File: config.mk
export PLATFORM = sky130hd
export DESIGN_NAME = tss_front
export DESIGN_NICKNAME = d
export VERILOG_FILES = /design/src/triangle_scanline_span_macros.svh /design/src/tss_pkg.sv /design/src/tss_front.sv
export SDC_FILE = /design/constraint.sdc
export NUM_CORES = 1
export LEC_CHECK = 0
export BUFFER_PORTS_ARGS = -buffer_cell sky130_fd_sc_hd__buf_2
export CAP_MARGIN = 20
export CORE_MARGIN = 5
export CORE_UTILIZATION = 32
export DETAILED_ROUTE_END_ITERATION = 7
export REMOVE_ABC_BUFFERS = 1
export SETUP_SLACK_MARGIN = 0.1
export SYNTH_ARGS = -nofsm -noshare
export SYNTH_HDL_FRONTEND = slang
export SYNTH_SLANG_ARGS = --single-unit
File: constraint.sdc
create_clock -name vclk -period 22.5
set_input_delay 3.375 -clock vclk [all_inputs]
set_output_delay 3.375 -clock vclk [all_outputs]
set_load 0.02 [all_outputs]
File: src/triangle_scanline_span_macros.svh
// Assertion macros shared by the span block.
`ifndef TRIANGLE_SCANLINE_SPAN_MACROS_SVH
`define TRIANGLE_SCANLINE_SPAN_MACROS_SVH

// Property that must hold at every clock edge outside reset.
`define TSS_ASSERT(lbl, prop, msg) \
  lbl: assert property (@(posedge clk) disable iff (!rst_n) prop) else $error(msg);

// Condition that must never be seen outside reset.
`define TSS_NEVER(lbl, cond, msg) \
  lbl: assert property (@(posedge clk) disable iff (!rst_n) !(cond)) else $error(msg);

`endif

File: src/tss_pkg.sv
// ----------------------------------------------------------------------------
// tss_pkg
// Types, constants and shade tables of the triangle scanline span block.
// ----------------------------------------------------------------------------
package tss_pkg;

  localparam int SCREEN_W_DEF = 280;
  localparam int SCREEN_H_DEF = 240;
  localparam int FRAC_BITS    = 16;
  localparam int COORD_W      = 12;
  localparam int NUM_W        = COORD_W + FRAC_BITS;
  localparam int QUO_W        = FRAC_BITS + 1;
  localparam int DIV_STAGES   = NUM_W;
  localparam int QUEUE_DEPTH  = 4;
  localparam logic [1:0] SHADE_MAX = 2'd3;

  typedef struct packed {
    logic                      go;
    logic [COORD_W-1:0]        num_a;
    logic [COORD_W-1:0]        den_a;
    logic [COORD_W-1:0]        num_b;
    logic [COORD_W-1:0]        den_b;
    logic signed [COORD_W:0]   dx_a;
    logic signed [COORD_W:0]   dx_b;
    logic signed [COORD_W-1:0] xa;
    logic signed [COORD_W-1:0] xb;
    logic [1:0]                shade;
    logic                      even_lit;
    logic                      odd_lit;
  } span_job_t;

  function automatic logic [1:0] base_shade(input logic [1:0] kind);
    logic [1:0] r;
    case (kind)
      2'd1:    r = 2'd1;
      default: r = 2'd0;
    endcase
    return r;
  endfunction

  function automatic logic [1:0] face_offset(input logic [2:0] face);
    logic [1:0] r;
    case (face)
      3'd0:    r = 2'd1;
      3'd1:    r = 2'd2;
      3'd2:    r = 2'd1;
      3'd3:    r = 2'd2;
      3'd4:    r = 2'd3;
      default: r = 2'd0;
    endcase
    return r;
  endfunction

  // Returns {even, odd} pattern bits for a shade and row parity.
  function automatic logic [1:0] dither_bits(input logic [1:0] shade, input logic py);
    logic [1:0] r;
    case ({shade, py})
      3'b000:  r = 2'b01;
      3'b001:  r = 2'b00;
      3'b010:  r = 2'b10;
      3'b011:  r = 2'b01;
      3'b100:  r = 2'b11;
      3'b101:  r = 2'b10;
      default: r = 2'b11;
    endcase
    return r;
  endfunction

endpackage

File: src/tss_front.sv
// ----------------------------------------------------------------------------
// tss_front
// Sorts the vertices by y, tests the row and prepares one span job.
// ----------------------------------------------------------------------------
module tss_front #(
  parameter int SCREEN_H = tss_pkg::SCREEN_H_DEF
) (
  input  logic signed [tss_pkg::COORD_W-1:0] ax,
  input  logic signed [tss_pkg::COORD_W-1:0] ay,
  input  logic signed [tss_pkg::COORD_W-1:0] bx,
  input  logic signed [tss_pkg::COORD_W-1:0] by,
  input  logic signed [tss_pkg::COORD_W-1:0] cx,
  input  logic signed [tss_pkg::COORD_W-1:0] cy,
  input  logic [7:0]                         row,
  input  logic [1:0]                         block_kind,
  input  logic [2:0]                         face,
  output tss_pkg::span_job_t                 job
);
  import tss_pkg::*;

  localparam logic signed [COORD_W:0] H_LIM = (COORD_W+1)'(SCREEN_H);

  logic signed [COORD_W-1:0] x0, y0, x1, y1, x2, y2;
  logic signed [COORD_W:0]   rs, ys, ye, y0e, y1e, y2e;
  logic signed [COORD_W:0]   d_tot, d_seg, d_na, d_nb;
  logic                      second;
  logic [2:0]                shade_sum;
  logic [1:0]                shade;
  logic [1:0]                dbits;

  // Three compare-and-swaps that move only on a strictly greater y.
  always_comb begin
    logic signed [COORD_W-1:0] tx, ty;
    tx = '0; ty = '0;
    x0 = ax; y0 = ay; x1 = bx; y1 = by; x2 = cx; y2 = cy;
    if (y0 > y1) begin
      tx = x0; ty = y0; x0 = x1; y0 = y1; x1 = tx; y1 = ty;
    end
    if (y0 > y2) begin
      tx = x0; ty = y0; x0 = x2; y0 = y2; x2 = tx; y2 = ty;
    end
    if (y1 > y2) begin
      tx = x1; ty = y1; x1 = x2; y1 = y2; x2 = tx; y2 = ty;
    end
  end

  always_comb begin
    y0e    = (COORD_W+1)'(y0);
    y1e    = (COORD_W+1)'(y1);
    y2e    = (COORD_W+1)'(y2);
    rs     = $signed({5'd0, row});
    ys     = (y0e < 0) ? '0 : y0e;
    ye     = (y2e > H_LIM) ? H_LIM : y2e;
    second = (rs > y1e) || (y1 == y0);
    d_tot  = y2e - y0e;
    d_seg  = second ? (y2e - y1e) : (y1e - y0e);
    d_na   = rs - y0e;
    d_nb   = rs - (second ? y1e : y0e);

    shade_sum = {1'b0, base_shade(block_kind)} + {1'b0, face_offset(face)};
    shade     = (shade_sum > {1'b0, SHADE_MAX}) ? SHADE_MAX : shade_sum[1:0];
    dbits     = dither_bits(shade, row[0]);

    job.go       = (d_tot != 0) && (rs >= ys) && (rs < ye) && (d_seg != 0);
    job.num_a    = d_na[COORD_W-1:0];
    job.den_a    = d_tot[COORD_W-1:0];
    job.num_b    = d_nb[COORD_W-1:0];
    job.den_b    = d_seg[COORD_W-1:0];
    job.dx_a     = (COORD_W+1)'(x2) - (COORD_W+1)'(x0);
    job.dx_b     = second ? ((COORD_W+1)'(x2) - (COORD_W+1)'(x1))
                          : ((COORD_W+1)'(x1) - (COORD_W+1)'(x0));
    job.xa       = x0;
    job.xb       = second ? x1 : x0;
    job.shade    = shade;
    job.even_lit = dbits[1];
    job.odd_lit  = dbits[0];
  end

endmodule

# Word-level counts from Yosys, hierarchy flattened
# Index checks and enable logic that the tools add are counted.
word_totals:
  in_bits: 85
  word_cells: 62
  ff_bits: 0
op_classes:
  n_reduce_logical: 12
  eq_ne: 10
  order_cmp: 9
  add_sub_neg: 9
  muxes: 22
op_table:
  columns: ["op", "count"]
  rows:
  - ["$mux W12", 14]
  - ["$sub A12 B12 Y13", 6]
  - ["$reduce_bool A32 Y1", 2]
  - ["$mux W13", 4]
  - ["$gt A12 B12 Y1", 3]
  - ["$sub A9 B12 Y12", 2]
  - ["$ge A9 B13 Y1", 1]
  - ["$lt A9 B13 Y1", 1]
  - ["$eq A12 B12 Y1", 1]
  - ["$eq A3 B2 Y1 const B", 4]
  - ["$gt A12 B9 Y1 const B", 1]
  - ["$gt A9 B12 Y1", 1]
  - ["$lt A12 B1 Y1 const B", 1]
  - ["$pmux W2 S3", 2]
  - ["$reduce_or A2 Y1", 4]
  - ["$eq A3 B1 Y1 const B", 2]
  - ["$eq A3 B3 Y1 const B", 2]
  - ["$logic_not A3 Y1", 2]
  - ["$add A2 B2 Y3", 1]
  - ["$gt A3 B2 Y1 const B", 1]
  - ["$logic_and A1 B1 Y1", 3]
  - ["$eq A2 B1 Y1 const B", 1]
  - ["$mux W2", 1]
  - ["$logic_or A1 B1 Y1", 1]
  - ["$mux W1", 1]

# Logic depth before layout (Yosys ltp)
# Gate-level depths: netlist of the first run.
depth:
  ltp_word: 11
  ltp_mapped: 56

# Least setup slack after synthesis of the first run
# Ideal clock, no wire load.
synth_timing:
  kind: "input to output"
  from: "input port by[11] (netlist name)"
  to: "output port job[76] (netlist name)"
  arrival_ns: 13.385
  setup_slack_ns: 5.740
  stages: 53
  n_path_buf: 11
  path_cell_list: "inv_1 > ha_1 > and4_1 > a21bo_2 > o21a_2 > o31ai_4 > clkbuf_1 > clkbuf_1 > mux2i_1 > inv_1 > ha_1 > nand2_1 > a2111oi_1 > o21a_1 > buf_2 > buf_1 > clkbuf_1 > clkbuf_1 > (+17 left out) > buf_2 > buf_2 > nand2_1 > o21ai_0 > ha_1 > inv_1 > fa_1 > nand2_1 > nand2_1 > a21oi_1 > o21bai_1 > a21oi_1 > o21bai_1 > a21oi_1 > nor3_1 > xnor2_1 > nor2_1 > a21oi_1"
synth_rtl:
  columns: ["element", "line", "source"]
  rows:
  - ["from (decl)", "tss_front.sv:11", "input logic signed [tss_pkg::COORD_W-1:0] by,"]
  - ["to (decl)", "tss_front.sv:17", "output tss_pkg::span_job_t job"]

==> results of run 1 <==
[routing by layer]
metal	GRT usage, %	wire [um]	up-vias	share of wire [%]
met2	35.3	13600	377	47
li1	-	-	4534	-
met5	0	16	-	0.055
met4	2.55	381	4	1.3
met3	2.29	2140	30	7.3
met1	26.8	13000	4117	45
[worst min path at each step]
stage / startpoint / end
2_1_floorplan: row[0] / job[0]
3_3_place_gp: row[0] / job[0]
3_5_place_dp: row[0] / job[0]
4_1_cts: row[0] / job[0]
5_1_grt: row[0] / job[0]
6_report: row[0] / job[0]
[layout make-up]
cell class	instances	area share (%)
multi-input combinational	997	79.0
antenna	3	0.0827
tap	324	4.47
timing repair buffer	200	11.4
inverter	124	5.13
[worst max-delay path: cells and delay by family]
kind / cells / cell delay (ns)
adder cells (fa/ha/maj): 6 / 2.27
XOR/XNOR: 1 / 0.16
AO/OA/AOI/OAI: 19 / 5.55
AND/OR/NAND/NOR: 11 / 1.72
buffers and inverters: 9 / 2.27
multiplexers: 1 / 0.39
[cell usage in the layout (no fill, tap or decap), drive strengths merged, types with 12 or more instances in the layout]
| cell type | Yosys | layout |
|---|---|---|
| a21o | 39 | 39 |
| a21oi | 109 | 109 |
| buf | 19 | 200 |
| ha | 132 | 132 |
| inv | 124 | 124 |
| mux2i | 45 | 45 |
| nand2 | 112 | 112 |
| nand2b | 19 | 19 |
| nand3 | 26 | 26 |
| nand4 | 12 | 12 |
| nor2 | 94 | 94 |
| nor2b | 19 | 19 |
| nor3 | 14 | 14 |
| o21ai | 94 | 94 |
| o21bai | 12 | 12 |
| o22a | 15 | 15 |
| o22ai | 14 | 14 |
| o31ai | 13 | 13 |
| xnor2 | 39 | 39 |
| xor2 | 30 | 30 |
[logic make-up after synthesis]
kind of cell	Yosys count	synth area share [%]
buffers and inverters	165	8.25
adders and majority gates	139	23.0
muxes	50	6.55
xor gates and xnor gates	69	7.75
and+or+nand+nor	352	22.0
AOI/OAI and AO/OA	387	32.4
[metrics by stage]
stage / std cells / cell area (um^2) / setup slack, ns / hold slack (ns) / util, %
finish: 1648 / 9080 / 3.33 / 7.12 / 37.6
global route: 1647 / 9080 / 2.41 / 7.14 / 37.5
CTS: 1645 / 9070 / 3.48 / 7.12 / 37.5
detailed placement: 1645 / 9070 / 3.53 / 7.12 / 37.5
global placement: 1645 / 9070 / 3.80 / 7.12 / 37.5
floorplan: 1121 / 7620 / 3.19 / 6.88 / -
==> impl_metrics.tcl, run 1 <==
set metrics [dict create \
    grt_start_max_net_pins 67 \
    detailed_place_hpwl_mm 24.8 \
    rsz0062_at_grt "no" \
    drc 0 \
    detail_route.vias_per_cell 5.50 \
    fin_setup_tns_ns 0 \
    worstSetupEndpoint "job[76]" \
    final-seq-area_um2 0 \
    nFillCells 2662 \
    cap_violations 0 \
    post_synth_num_cell_types 79 \
    crit_start "by[11]" \
    timing.critical_path.arrival_ns 15.80 \
    antenna_found_initial 4 \
    numSequentialCells 0 \
    layout_min_cycle_time_ns 19.17 \
    max_freq_ghz 0.0522 \
    synth_cells 1162 \
    io_pins 188 \
    post-cts-setup-buffers 0 \
    mappedNetlistArea_um2 7800 \
    hold-path-cell-count 3 \
    grt-ovfl-total 0 \
    cts-hold-fix-buffers 0 \
    place.port_buffers 188 \
    synth_top_area_share_pct 21.2 \
    drt_iter0_drc 786 \
    setup_violations 0 \
    cp-start-kind "primary input" \
    grt_pass1_vias 8961 \
    die_width_um 166 \
    dieArea_um2 27600 \
    yosys_warnings 0 \
    die_y_um 166 \
    finalMaxSlewViolations 0 \
    outcome "complete, no violations" \
    routed-via-count 9062 \
    yosysMostFrequentCell "ha_1" \
    wl_mm 29.2 \
    required_time_of_the_critical_path_ns 19.12 \
    combined_area_of_the_multi_input_logic_cells_um2 7170 \
    finalNetCount 1547 \
    crit_slowest_cell "o21a_1" \
    yosysTopAreaCell "ha_1" \
    min_path_type "in2out" \
    routabilityCongestion 0.956 \
    cp-end-kind "output port" \
    total_core_area_um2 24200 \
    max_slew.worst_pin.slew_ns 0.923 \
    post_cts_resize_count 0 \
    flow.area_growth_from_synthesis_pct 16.4 \
    floorplan.initialDensity_pct 32.3 \
    wire_length_of_the_first_global_routing_pass_mm 46.3 \
    route.antenna.remaining_nets 0 \
    firstDrtPassIters 5 \
    worstSetupPathType "in2out" \
    final_min_period_over_clock_period_pct 85.2 \
    synth_area_per_cell_um2 6.71 \
    timing.critical_path.fanout_max 66 \
    post_route_cells_drive_above_1_share_pct 17.9 \
    seq_area_frac_synth_pct 0 \
    post_drt_wl_per_cell_um 17.7 \
    slew-limit-headroom_pct 38.5 \
    finalHoldViolCount 0 \
    synth.cells.most_frequent "ha_1 (132), inv_1 (122), nand2_1 (112)" \
    synth.area.top_cells "ha_1 (21%), a21oi_1 (6.9%), inv_1 (5.9%)" \
    floorplan.rows 57 \
    n_clock_buffer 0 \
    timing.critical_path.slowest_cell_delay_ns 0.76 \
    grt_usage_pct 20.0 \
]
Power of run 1 is not shown: default switching activity piles up to over one toggle a cycle in this logic, so the estimate is an artifact.
==> run 2, diff against run 1 <==
- clock period: 22.5 -> 19.9 ns (I/O delays scaled with it)
==> run 2 against run 1 <==
  * Design area is 0.12% higher
  * Via count is 0.78% higher
  * Core utilization barely moved
  * Cell count barely moved
  * Die area is the same
  * Count of clock-buffer cells in the layout stayed put
  * Non-clock buffer count rose by 1
==> impl_metrics.tcl, run 2 (synthesis gave the netlist of run 1 again) <==
set metrics [dict create \
    outcome "complete, no violations" \
    final.hold.worst_slack_ns 6.32 \
    drc 0 \
    slew-limit-headroom_pct 30.6 \
    routed-via-count 9133 \
    grt_start_max_net_pins 47 \
    drt-met1-wl_mm 12.7 \
    detail_route.vias_per_cell 5.54 \
    drt_iter0_drc 627 \
    max_slew.worst_pin.slew_ns 1.04 \
    rsz0062_at_grt "no" \
    post_route_cells_drive_above_1_share_pct 17.9 \
    final-seq-area_um2 0 \
    floorplan.initialDensity_pct 32.3 \
    cap_violations 0 \
    wire_length_of_the_first_global_routing_pass_mm 45.9 \
    grt_usage_pct 19.9 \
    grt-ovfl-total 0 \
    fin_setup_tns_ns 0 \
    dieArea_um2 27600 \
    firstDrtPassIters 6 \
    route.antenna.remaining_nets 0 \
    min_path_type "in2out" \
    post-cts-setup-buffers 0 \
    die_width_um 166 \
    die_y_um 166 \
    layout_min_cycle_time_ns 17.82 \
    routed-wl-met3_mm 2.34 \
    cts-hold-fix-buffers 0 \
    routabilityCongestion 0.992 \
    worstSetupPathType "in2out" \
    finalNetCount 1548 \
    cp-start-kind "primary input" \
    finish.instance_area_um2 9090 \
    placed_cell_count 1645 \
    crit_slowest_cell "a211oi_4" \
    timing.critical_path.slowest_cell_delay_ns 0.86 \
    layoutNonFillerInstCount 1649 \
    setup_violations 0 \
    wl_mm 29.4 \
    antenna_found_initial 6 \
    timing.critical_path.fanout_max 39 \
    hold-path-cell-count 3 \
    post_cts_resize_count 0 \
    detailed_place_hpwl_mm 25.0 \
    io_pins 188 \
    finalMaxSlewViolations 0 \
    final_min_period_over_clock_period_pct 89.5 \
    floorplan.rows 57 \
    total_core_area_um2 24200 \
    hold_end "job[0]" \
    worstHoldStart "row[0]" \
    timing.critical_path.arrival_ns 14.83 \
    most_common_cell_after_layout_fill_and_taps_aside "buf_2" \
    highest-signal-layer "met5" \
    place.port_buffers 188 \
    most-common-layout-cells "buf_2 (188), ha_1 (132), inv_1 (122)" \
    numSequentialCells 0 \
    post_drt_wl_per_cell_um 17.8 \
    grt_pass1_vias 8885 \
    cp-end-kind "output port" \
    n_clock_buffer 0 \
    required_time_of_the_critical_path_ns 16.91 \
    finalHoldViolCount 0 \
    max_freq_ghz 0.0561 \
    flow.area_growth_from_synthesis_pct 16.6 \
    detailroute.wirelength.met2_mm 13.4 \
    placed_area_um2 9070 \
]
-- run 2: through the flow --
stage	worst slack (ns)	utilization (%)
after floorplan	1.37	-
after global placement	2.23	37.5
after detailed placement	2.04	37.5
after CTS	1.98	37.5
after global routing	1.32	37.6
final	2.08	37.6
-- run 2: critical path, delay by kind of cell --
kind / cells / cell delay (ns)
buffers and inverters: 8 / 1.24
AO/OA/AOI/OAI: 18 / 5.99
XOR/XNOR: 1 / 0.14
adder cells (fa/ha/maj): 6 / 2.25
multiplexers: 1 / 0.31
AND/OR/NAND/NOR: 12 / 1.85
-- run 2: worst max-delay path by stage --
stage,cells after the start,from,to,slack [ns]
3_5_place_dp,47,by[11],job[76],2.04
2_1_floorplan,40,by[11],job[76],1.37
6_report,46,by[11],job[76],2.08
5_1_grt,47,by[11],job[76],1.32
3_3_place_gp,45,by[11],job[76],2.23
4_1_cts,47,by[11],job[76],1.98
-- run 2: layout make-up --
class                      count  area [um^2]
inverter                     124          465
antenna                        3         7.51
tap                          324          405
fill                        2621        15100
timing repair buffer         201         1040
multi-input combinational    997         7170
-- run 2: per-layer routing --
metal	GRT usage [%]	up-vias
met5	0	-
met4	5.16	8
met3	3.21	50
met2	34.7	368
met1	25.5	4159
li1	-	4548
Power of run 2 is left out for the same reason.
