--- src/triangle_scanline_span_macros.svh ---
// Assertion macros shared by the span block.
`ifndef TRIANGLE_SCANLINE_SPAN_MACROS_SVH
`define TRIANGLE_SCANLINE_SPAN_MACROS_SVH

// Property that must hold at every clock edge outside reset.
`define TSS_ASSERT(lbl, prop, msg) \
  lbl: assert property (@(posedge clk) disable iff (!rst_n) prop) else $error(msg);

// Condition that must never be seen outside reset.
`define TSS_NEVER(lbl, cond, msg) \
  lbl: assert property (@(posedge clk) disable iff (!rst_n) !(cond)) else $error(msg);

`endif

--- src/tss_pkg.sv ---
// ----------------------------------------------------------------------------
// tss_pkg
// Types, constants and shade tables of the triangle scanline span block.
// ----------------------------------------------------------------------------
package tss_pkg;

  localparam int SCREEN_W_DEF = 280;
  localparam int SCREEN_H_DEF = 240;
  localparam int FRAC_BITS    = 16;
  localparam int COORD_W      = 12;
  localparam int NUM_W        = COORD_W + FRAC_BITS;
  localparam int QUO_W        = FRAC_BITS + 1;
  localparam int DIV_STAGES   = NUM_W;
  localparam int QUEUE_DEPTH  = 4;
  localparam logic [1:0] SHADE_MAX = 2'd3;

  typedef struct packed {
    logic                      go;
    logic [COORD_W-1:0]        num_a;
    logic [COORD_W-1:0]        den_a;
    logic [COORD_W-1:0]        num_b;
    logic [COORD_W-1:0]        den_b;
    logic signed [COORD_W:0]   dx_a;
    logic signed [COORD_W:0]   dx_b;
    logic signed [COORD_W-1:0] xa;
    logic signed [COORD_W-1:0] xb;
    logic [1:0]                shade;
    logic                      even_lit;
    logic                      odd_lit;
  } span_job_t;

  function automatic logic [1:0] base_shade(input logic [1:0] kind);
    logic [1:0] r;
    case (kind)
      2'd1:    r = 2'd1;
      default: r = 2'd0;
    endcase
    return r;
  endfunction

  function automatic logic [1:0] face_offset(input logic [2:0] face);
    logic [1:0] r;
    case (face)
      3'd0:    r = 2'd1;
      3'd1:    r = 2'd2;
      3'd2:    r = 2'd1;
      3'd3:    r = 2'd2;
      3'd4:    r = 2'd3;
      default: r = 2'd0;
    endcase
    return r;
  endfunction

  // Returns {even, odd} pattern bits for a shade and row parity.
  function automatic logic [1:0] dither_bits(input logic [1:0] shade, input logic py);
    logic [1:0] r;
    case ({shade, py})
      3'b000:  r = 2'b01;
      3'b001:  r = 2'b00;
      3'b010:  r = 2'b10;
      3'b011:  r = 2'b01;
      3'b100:  r = 2'b11;
      3'b101:  r = 2'b10;
      default: r = 2'b11;
    endcase
    return r;
  endfunction

endpackage

--- src/tss_queue.sv ---
// ----------------------------------------------------------------------------
// tss_queue
// Short register queue of span jobs between the front and back parts.
// ----------------------------------------------------------------------------
module tss_queue (
  input  logic               clk,
  input  logic               rst_n,
  input  logic               push,
  input  tss_pkg::span_job_t wr_job,
  output logic               full,
  input  logic               pop,
  output logic               not_empty,
  output tss_pkg::span_job_t rd_job
);
  import tss_pkg::*;

  localparam int PTR_W = $clog2(QUEUE_DEPTH);

  span_job_t          slots_r [QUEUE_DEPTH];
  logic [PTR_W-1:0]   wr_ptr_r, rd_ptr_r;
  logic [PTR_W:0]     cnt_r, cnt_nxt;

  assign full      = (cnt_r == (PTR_W+1)'(QUEUE_DEPTH));
  assign not_empty = (cnt_r != '0);
  assign rd_job    = slots_r[rd_ptr_r];

  always_comb begin
    cnt_nxt = cnt_r;
    if (push && !pop) begin
      cnt_nxt = cnt_r + 1'b1;
    end else if (pop && !push) begin
      cnt_nxt = cnt_r - 1'b1;
    end
  end

  always_ff @(posedge clk) begin
    if (!rst_n) begin
      wr_ptr_r <= '0;
      rd_ptr_r <= '0;
      cnt_r    <= '0;
    end else begin
      cnt_r <= cnt_nxt;
      if (push) begin
        wr_ptr_r <= wr_ptr_r + 1'b1;
      end
      if (pop) begin
        rd_ptr_r <= rd_ptr_r + 1'b1;
      end
    end
  end

  always_ff @(posedge clk) begin
    if (push) begin
      slots_r[wr_ptr_r] <= wr_job;
    end
  end

endmodule

--- config.mk ---
export PLATFORM = sky130hd
export DESIGN_NAME = tss_queue
export DESIGN_NICKNAME = d
export VERILOG_FILES = /design/src/triangle_scanline_span_macros.svh /design/src/tss_pkg.sv /design/src/tss_queue.sv
export SDC_FILE = /design/constraint.sdc
export NUM_CORES = 1
export LEC_CHECK = 0
export BUFFER_PORTS_ARGS = -buffer_cell sky130_fd_sc_hd__buf_4
export CAP_MARGIN = 15
export CORE_AREA = 3 3 172 174
export CTS_CLUSTER_SIZE = 25
export DETAILED_ROUTE_END_ITERATION = 12
export DIE_AREA = 0 0 175 177
export HOLD_SLACK_MARGIN = 0.1
export PLACE_DENSITY = 0.73
export SYNTH_ARGS = -nofsm -noshare
export SYNTH_HDL_FRONTEND = slang
export SYNTH_SLANG_ARGS = --single-unit
export TNS_END_PERCENT = 30
--- constraint.sdc ---
create_clock -name clk -period 4.4 [get_ports clk]
set_input_delay 0 -clock clk [delete_from_list [all_inputs] [get_ports clk]]
set_output_delay 0 -clock clk [all_outputs]
set_load 0.01 [all_outputs]
* After elaboration in Yosys (flattened, before gate mapping)
Memory sizes are Yosys's and may differ from the RTL's. A register that Yosys moved wholly into a read port is not among the register bits.
Index checks and enable logic that the tools add are counted.
** Storage, ports and cells
- Output and inout port bits :: 105
- Memories :: 1
- Memory bits (writable) :: 412
- Input port bits :: 107
- Register bits :: 7
- Logic and storage cells :: 21
** Cells by class
- $add $sub $neg :: 4
- Reductions and logical operators :: 6
- Equal/unequal tests :: 1
- Muxes and demuxes :: 6
** Memory list
- slots_r :: words 4, bits a word 103, read ports 1, clocked after Yosys merged registers in 1, write ports 1, line tss_queue.sv:19 : span_job_t slots_r [QUEUE_DEPTH];
** Operators by type and width (number)
- $mux 3 :: 2
- $add 2x1->2 const B :: 2
- $mux 2 :: 2
- $add 3x1->3 const B :: 1
- $eq 3x3->1 const B :: 1
- $reduce_bool 3->1 :: 1
- $sub 3x1->3 const B :: 1
- $logic_and 1x1->1 :: 2
- $logic_not 1->1 :: 2
- $mux 1 :: 2
- $reduce_bool 2->1 :: 1

* Logic depth before layout (Yosys ltp)
Gate-level depths: netlist of run 1.
- Word-level depth :: 4
- Gate-level depth with buffers :: 7
- Depth with buffers taken out :: 7

* Least setup slack after synthesis of run 1
No wires, ideal clock.
- Path type :: reg-to-reg
- Start :: register wr_ptr_r[0]
- End :: memory slots_r[0][0] (netlist bit), enable pin
- Required time :: 3.927 ns
- Clock period less this slack :: 3.392 ns
- Arrival :: 2.919 ns
- Buffers on the path :: 0
- Setup slack :: 1.008 ns
- Stages on the path, launching flop included :: 4
- Library setup time :: 0.473 ns
- Cell sequence :: dfxtp_1 inv_1 ha_1 and2_1
** RTL lines
- from (decl) :: line tss_queue.sv:20 : logic [PTR_W-1:0] wr_ptr_r, rd_ptr_r;
- from (signal assigned) :: line tss_queue.sv:44 : wr_ptr_r <= wr_ptr_r + 1'b1;
- to (decl) :: line tss_queue.sv:19
Straight into the memory's write port.

==> metrics.csv, run 1 <==
metric,value,unit
ys_seq_elements,421,
clock_power_share,0.369,
drive_gt1_frac,0.405,
path_class,register to output pin,
seqPwrFrac,0.520,
io_pins,212,
cts_sinks,421,
path_clk_slew,0.06,ns
clk_path_buf_depth,3,
dieArea,31000,sq um
wl,30.4,mm
synth_area,15400,sq um
internal-power,0.00711,W
ir_drop,0.326,mV
track_usage,0.200,
port_buffers,211,
worst_ep_arrival_time,2.72,ns
numCtsBuffers,41,
vias,7372,
fin_setup_tns,0,ns
die_h,177,microns
fin_ws,1.68,ns
leakagePower,6.75,nW
cts_tree,done,
post_drt_wl_per_cell,22.6,microns
rsz0062_at_grt,no,
syn_to_final_growth,28.5,%
maxCapViolations,0,
fp-row-count,61,
grt_start_max_net_pins,76,
clock.fmax,367,MHz
p_per_area,457,nW/um^2
drcViolationCount,0,
hold_viol,0,
dp_slack,2.07,ns
root_buffer,clkbuf_16,
setup.worst_path.end_class,output pin,
first_global_vias,8049,
finClkSkew,0.0133,ns
drt-pass1-iter-count,5,
tightest_slew,0.947,ns
p_comb_frac,0.112,
yosys_warnings,0,
fin_crit_sh,0.619,
critPathRequiredTime,4.40,ns
layout_commonest_cell,edfxtp_1,
ys_types,21,
critPathMaxFanout,41,
setup_viol_count_final,0,
cp-start-kind,register,
gp_congestion,0.734,
coreArea,27900,sq um
via_per_inst,5.47,
period_needed,2.72,ns
antenna_found_initial,2,
swShare,0.214,
start_util,0.551,
cts_resized,0,
ys_seq_area_frac,0.816,
nets,1049,
clk_latency,0.53,ns
layout_common_cells,"edfxtp_1, buf_4, dlygate4sd3_1",
status,"complete, no violations",
synth_cells,581,
drt_iter0_drc,607,
die_w,175,microns
syn_area_per_cell,26.5,sq um
grt_pass1_wl,47.0,mm
post-dp-hpwl,17.7,mm
syn-num-nets,694,
p_switching,0.00193,W
maxSlewHeadroom,0.369,
htreeDepth,2,
detail-route-antenna-nets,0,
overflow,0,
slew_violations,0,
hp-class,input pin to register,
==> cells by family after synthesis <==
kind of cell | after synthesis | synth area share
flip-flops | 421 | 0.816
multiplexers | 105 | 0.152
buffers and inverters | 27 | 0.0169
AND/OR/NAND/NOR | 15 | 0.00602
adder cells (fa/ha/maj) | 6 | 0.00537
XOR/XNOR | 5 | 0.00285
AO/OA/AOI/OAI | 2 | 0.000813
==> power groups by stage <==
stage	logic, W	registers (W)	clock network, W
final	0.00101	0.00470	0.00333
after global routing	0.00108	0.00471	0.00360
after CTS	0.00102	0.00470	0.00340
after detailed placement	0.000925	0.00478	0
after global placement	0.000909	0.00477	0
after floorplan	0.000527	0.00474	0
==> Yosys cell counts <==
| cell type | n | area, sq um |
|---|---|---|
| inv_1 | 4 | 15.0 |
| and2_1 | 9 | 56.3 |
| buf_12 | 8 | 160 |
| nand2_1 | 1 | 3.75 |
| buf_4 | 3 | 22.5 |
| fa_1 | 1 | 20.0 |
| buf_6 | 1 | 11.3 |
| xor2_1 | 3 | 26.3 |
| mux2i_1 | 2 | 20.0 |
| dfxtp_1 | 9 | 180 |
| mux4_2 | 103 | 2320 |
| nor2b_1 | 2 | 12.5 |
| nor3b_1 | 1 | 7.51 |
| or3_1 | 2 | 12.5 |
| o21ai_0 | 1 | 5.00 |
| buf_1 | 3 | 11.3 |
| ha_1 | 5 | 62.6 |
| edfxtp_1 | 412 | 12400 |
| xnor2_1 | 2 | 17.5 |
| buf_2 | 8 | 40.0 |
| a21boi_0 | 1 | 7.51 |
==> layer usage <==
metal | up-vias | share of wire | GRT usage
met2 | 277 | 0.49 | 0.321
li1 | 3210 | - | -
met4 | 0 | 0.022 | 0.0565
met1 | 3839 | 0.41 | 0.276
met5 | - | 0 | 0
met3 | 46 | 0.078 | 0.0543
==> through the flow <==
stage	power (W)	instance area (sq um)	utilization	std cells	hold WS, ns
2_1_floorplan	0.00527	15400	-	581	0.0989
3_3_place_gp	0.00568	17300	0.620	1160	0.199
3_5_place_dp	0.00571	17300	0.620	1160	0.203
4_1_cts	0.00912	19700	0.705	1342	0.189
5_1_grt	0.00939	19800	0.707	1346	0.213
6_report	0.00904	19800	0.707	1347	0.222
==> what timing repair did <==
| action | 4_1_cts | 5_1_grt |
|---|---|---|
| hold buffers | 109 | 0 |
| buffers inserted | 0 | 0 |
| endpoints found under the hold margin | 421 | 0 |
| setup endpoints to repair | 0 | 0 |
==> sequential cells by signal, indices dropped and copies added, names as in the netlist, named ones only <==
name / flops
cnt_r: 3
rd_ptr_r: 2
slots_r: 412
wr_ptr_r: 2
==> area by class of cell <==
class	count	area, sq um
flip-flops and latches	421	12600
diodes	3	7.51
clock buffers	46	1040
well taps	378	473
clock inverters	27	254
repair buffers	335	2830
fillers	1675	8170
multi-input cells	133	2580
inverters	4	15.0
==> worst max-delay path, cell delays in order (launching register included) <==
cell,delay [ns]
dfxtp_4,0.88
buf_4,0.55
mux4_2,0.59
buf_4,0.17
==> path summary, 6_finish.rpt <==
| path | startpoint | end | slack [ns] | cells after the start |
|---|---|---|---|---|
| min reg2reg | cnt_r[2] | cnt_r[2] | 0.51 | 2 |
| max reg2reg | wr_ptr_r[0] | slots_r[1][74] | 2.20 | 3 |
| min | wr_job[43] | slots_r[1][43] | 0.22 | 2 |
| max | register | rd_job[20] | 1.68 | 3 |
Note: power is estimated with default switching activity, not from simulation.
==> run 2: changes to the inputs <==
Settings changed: CORE_AREA 3 3 172 174 to 3 3 178 180, DIE_AREA 0 0 175 177 to 0 0 181 183, PLACE_DENSITY 0.73 to 0.71.
Clock period 4.4 ns to 2.3 ns, I/O delays scaled along.
==> run 2 against run 1 <==
Final area up 0.89%; final cell count up 1.9%; worst setup slack worse by 1.5 ns; total power up 89%; sequential share of layout area down 0.56 points; clock power up 84%; count of clock-buffer cells in the layout up 11; hold slack better by 0.0033 ns; combinational power up 100%; die area up 6.9%; flip-flop and latch count unchanged; wire length down 1.9%; critical endpoint is now rd_job[24]; largest cell class unchanged; largest power group unchanged.
==> metrics.csv, run 2 (synthesized netlist as in run 1, its figures left out) <==
metric,value,unit
status,"complete, no violations",
path_class,register to output pin,
hold_viol,0,
regMostFlops,slots_r,
root_buffer,clkbuf_16,
fin_crit_sh,0.944,
p_per_area,858,nW/um^2
first_global_vias,8161,
io_pins,212,
largest_reg_flops,412,
highest_layer,met4,
post_drt_wl_per_cell,21.7,microns
drcViolationCount,0,
port_buffers,211,
drt_iter0_drc,528,
clk_path_buf_depth,3,
via_per_inst,5.32,
maxSlewHeadroom,0.691,
numCtsBuffers,42,
wl,29.8,mm
track_usage,0.182,
die_h,183,microns
coreArea,30300,sq um
start_util,0.507,
grt_pass1_wl,46.8,mm
critPathMaxFanout,22,
detail-route-antenna-nets,0,
period_needed,2.17,ns
wl_met3,2.03,mm
utilization,0.657,
dieArea,33100,sq um
fin_setup_tns,0,ns
path_clk_slew,0.06,ns
maxCapViolations,0,
post-dp-hpwl,18.2,mm
htreeDepth,2,
drive_gt1_frac,0.408,
gp_congestion,0.740,
setup_viol_count_final,0,
ir_drop,0.885,mV
drt-pass1-iter-count,4,
cts_sinks,421,
r2r_slack,0.61,ns
nets,1057,
reg2reg_depth,4,
tightest_slew,0.463,ns
layout_common_cells,"edfxtp_1, buf_4, dlygate4sd3_1",
dr_wl_met2,15.5,mm
grt_start_max_net_pins,65,
r2r-end,slots_r[0][91],
antenna_found_initial,0,
vias,7307,
die_w,181,microns
hold_start,wr_job[31],
clock.fmax,460,MHz
layout_commonest_cell,edfxtp_1,
cts_tree,done,
clk_latency,0.52,ns
cp-endpoint,rd_job[24],
reg2reg_from,wr_ptr_r[0],
worst_ep_arrival_time,2.17,ns
reg_top3,"slots_r x412, cnt_r x3",
hp-class,input pin to register,
slew_violations,0,
fp-row-count,64,
leakagePower,6.81,nW
syn_to_final_growth,29.6,%
cp-start-kind,register,
critPathRequiredTime,2.30,ns
finClkSkew,0.0154,ns
setup.worst_path.end_class,output pin,
rsz0062_at_grt,no,
met1_length,11.8,mm
overflow,0,
-- run 2: critical path, cell delays in order, from the launching register on --
cell     delay, ns
dfxtp_4       0.64
buf_12        0.28
mux4_2        0.56
buf_4         0.17
-- run 2: per-stage QoR --
stage / setup slack, ns / instances / hold WS, ns / total power (W) / area (sq um)
after floorplan: -1.07 / 581 / 0.0989 / 0.0101 / 15400
after global placement: 0.647 / 1189 / 0.198 / 0.0109 / 17600
after detailed placement: 0.597 / 1189 / 0.203 / 0.0110 / 17600
after CTS: 0.0753 / 1372 / 0.205 / 0.0173 / 19900
after global routing: 0.00919 / 1372 / 0.218 / 0.0177 / 19900
final: 0.128 / 1373 / 0.225 / 0.0171 / 19900
-- run 2: how the worst min path moves through the flow --
stage,end,slack (ns),cells after the start
after floorplan,slots_r[0][0],0.1,0
after global placement,slots_r[1][94],0.20,1
after detailed placement,slots_r[0][3],0.20,1
after CTS,slots_r[3][11],0.21,2
after global routing,slots_r[2][21],0.22,2
final,slots_r[1][31],0.22,2
-- run 2: cell type report --
type / count / area, sq um
Antenna cell: 1 / 2.50
Clock buffer: 57 / 1130
Clock inverter: 19 / 120
Fill cell: 1867 / 10400
Inverter: 4 / 15.0
Multi-Input combinational cell: 133 / 2580
Sequential cell: 421 / 12600
Tap cell: 396 / 495
Timing Repair Buffer: 342 / 3040
-- run 2: where the power goes --
group	internal (W)	total, W	switching, W	leakage, nW
registers	0.00881	0.00893	0.000115	3.86
clock network	0.00355	0.00614	0.00259	0.610
logic	0.00111	0.00203	0.000927	2.34
total	0.0135	0.0171	0.00363	6.81
-- run 2: timing repair --
| item | in CTS | in global routing |
|---|---|---|
| setup buffers | 0 | 0 |
| hold endpoints to repair | 436 | 0 |
| hold buffers | 107 | 0 |
| resized for setup | 0 | 0 |
-- run 2: per-layer routing --
metal  track usage  vias to the layer above
met5             0                        -
met1         0.242                     3769
met2         0.317                      261
li1              -                     3235
met4        0.0433                        0
met3        0.0391                       42
==> run 3: changes to the inputs <==
--- a/constraint.sdc
+++ b/constraint.sdc
@@ -3,2 +3,2 @@
 set_output_delay 0 -clock clk [all_outputs]
-set_load 0.01 [all_outputs]
+set_load 0.02 [all_outputs]
==> run 3 against run 2 <==
Core utilization down 0.27 points; clock power rose by 3.4%; non-clock buffer count shrank 9; flip-flop and latch count did not move; critical path type unchanged; hold slack lost 0.0020 ns; largest power group unchanged; global-route usage barely moved; sequential power about the same; critical endpoint is now rd_job[74]; highest routed layer unchanged; clock skew decreased by 0.0012 ns.
==> metrics.csv, run 3 (synthesized netlist as in run 1, its figures left out) <==
metric,value,unit
wl_met3,1.88,mm
setup.worst_path.end_class,output pin,
numCtsBuffers,42,
maxCapViolations,0,
swShare,0.224,
cts_sinks,421,
post_drt_wl_per_cell,22.2,microns
final_cells,1364,
leakagePower,6.77,nW
path_class,register to output pin,
syn_to_final_growth,29.1,%
slew_violations,0,
clk_path_buf_depth,3,
port_buffers,211,
slowest_stage,mux4_2,
maxSlewHeadroom,0.743,
grt_start_max_net_pins,60,
htreeDepth,2,
drive_gt1_frac,0.403,
track_usage,0.182,
clock_power_share,0.363,
nets,1048,
cts_resized,0,
dr_wl_met2,15.4,mm
status,"complete, no violations",
slowest_delay,0.60,ns
largest_reg_flops,412,
worst_ep_arrival_time,2.17,ns
clk_latency,0.53,ns
cts_tree,done,
gp_congestion,0.746,
overflow,0,
drt_iter0_drc,598,
rsz0062_at_grt,no,
fp-row-count,64,
fin_total_pwr,0.0175,W
coreArea,30300,sq um
period_needed,2.17,ns
hp-class,input pin to register,
finClkSkew,0.0142,ns
regMostFlops,slots_r,
layout_commonest_cell,edfxtp_1,
wl,30.2,mm
seqPwrFrac,0.510,
dp_cells,1180,
fin_crit_sh,0.945,
p_comb_frac,0.127,
cp-start-kind,register,
grt_pass1_wl,46.9,mm
die_h,183,microns
reg2reg_from,wr_ptr_r[0],
met1_length,12.3,mm
critPathMaxFanout,34,
holdBufCountCts,107,
fin_ws,0.127,ns
p_per_area,882,nW/um^2
hold_viol,0,
dieArea,33100,sq um
clock.fmax,460,MHz
highest_layer,met4,
vias,7283,
dp_slack,0.595,ns
tightest_slew,0.385,ns
layout_common_cells,"edfxtp_1, buf_4, dlygate4sd3_1",
hold_start,wr_job[37],
critPathRequiredTime,2.30,ns
setup_viol_count_final,0,
p_switching,0.00392,W
antenna_found_initial,0,
antenna-diode-count,0,
post-dp-hpwl,17.8,mm
path_clk_slew,0.06,ns
first_global_vias,8108,
io_pins,212,
internal-power,0.0136,W
start_util,0.507,
reg_top3,"slots_r x412, cnt_r x3",
drcViolationCount,0,
root_buffer,clkbuf_16,
cts_setup_buffers,0,
detail-route-antenna-nets,0,
via_per_inst,5.34,
ir_drop,0.881,mV
die_w,181,microns
cp_cell_sequence,buf_12 -> mux4_2 -> buf_4,
drt-pass1-iter-count,4,
fin_setup_tns,0,ns
run 3: changes by cell type in the layout (fill, tap and decap cells not counted), moves of 2 or more:
cell and change:
buf_4 -5, clkbuf_1 -2, clkinv_1 +2, buf_12 -4
run 3: area by class of cell:
cell class,instances,area [sq um]
Tap cell,396,495
Clock inverter,21,153
Inverter,4,15.0
Clock buffer,56,1130
Sequential cell,421,12600
Fill cell,1907,10500
Timing Repair Buffer,333,2920
Multi-Input combinational cell,133,2580
run 3: final timing paths:
check	to	slack [ns]	cells past startpoint
worst min-delay path	slots_r[0][37]	0.22	2
worst max register to register	slots_r[0][11]	0.62	4
worst min register to register	cnt_r[2]	0.53	2
worst max-delay path	rd_job[74]	0.13	3
run 3: metal layers:
metal / track usage / vias up
met5: 0 / -
met4: 0.0460 / 0
met3: 0.0379 / 47
met2: 0.314 / 268
met1: 0.244 / 3757
li1: - / 3211
run 3: worst max-delay path: cells and delay by family (launching register included):
| kind | cells | cell delay, ns |
|---|---|---|
| flops | 1 | 0.53 |
| buf+inv | 2 | 0.50 |
| mux | 1 | 0.60 |
run 3: power groups by stage:
stage	Sequential [W]	Combinational, W	Clock (W)
floorplan	0.00905	0.00124	0
global placement	0.00906	0.00206	0
detailed placement	0.00909	0.00211	0
CTS	0.00893	0.00227	0.00650
global route	0.00895	0.00238	0.00683
finish	0.00893	0.00223	0.00635
run 3: metrics by stage:
stage          cell area [sq um]  hold WS [ns]  utilization
5_1_grt                    19900         0.202        0.654
3_3_place_gp               17500         0.198        0.577
3_5_place_dp               17500         0.204        0.577
6_report                   19900         0.223        0.654
2_1_floorplan              15400        0.0989            -
4_1_cts                    19900         0.186        0.654
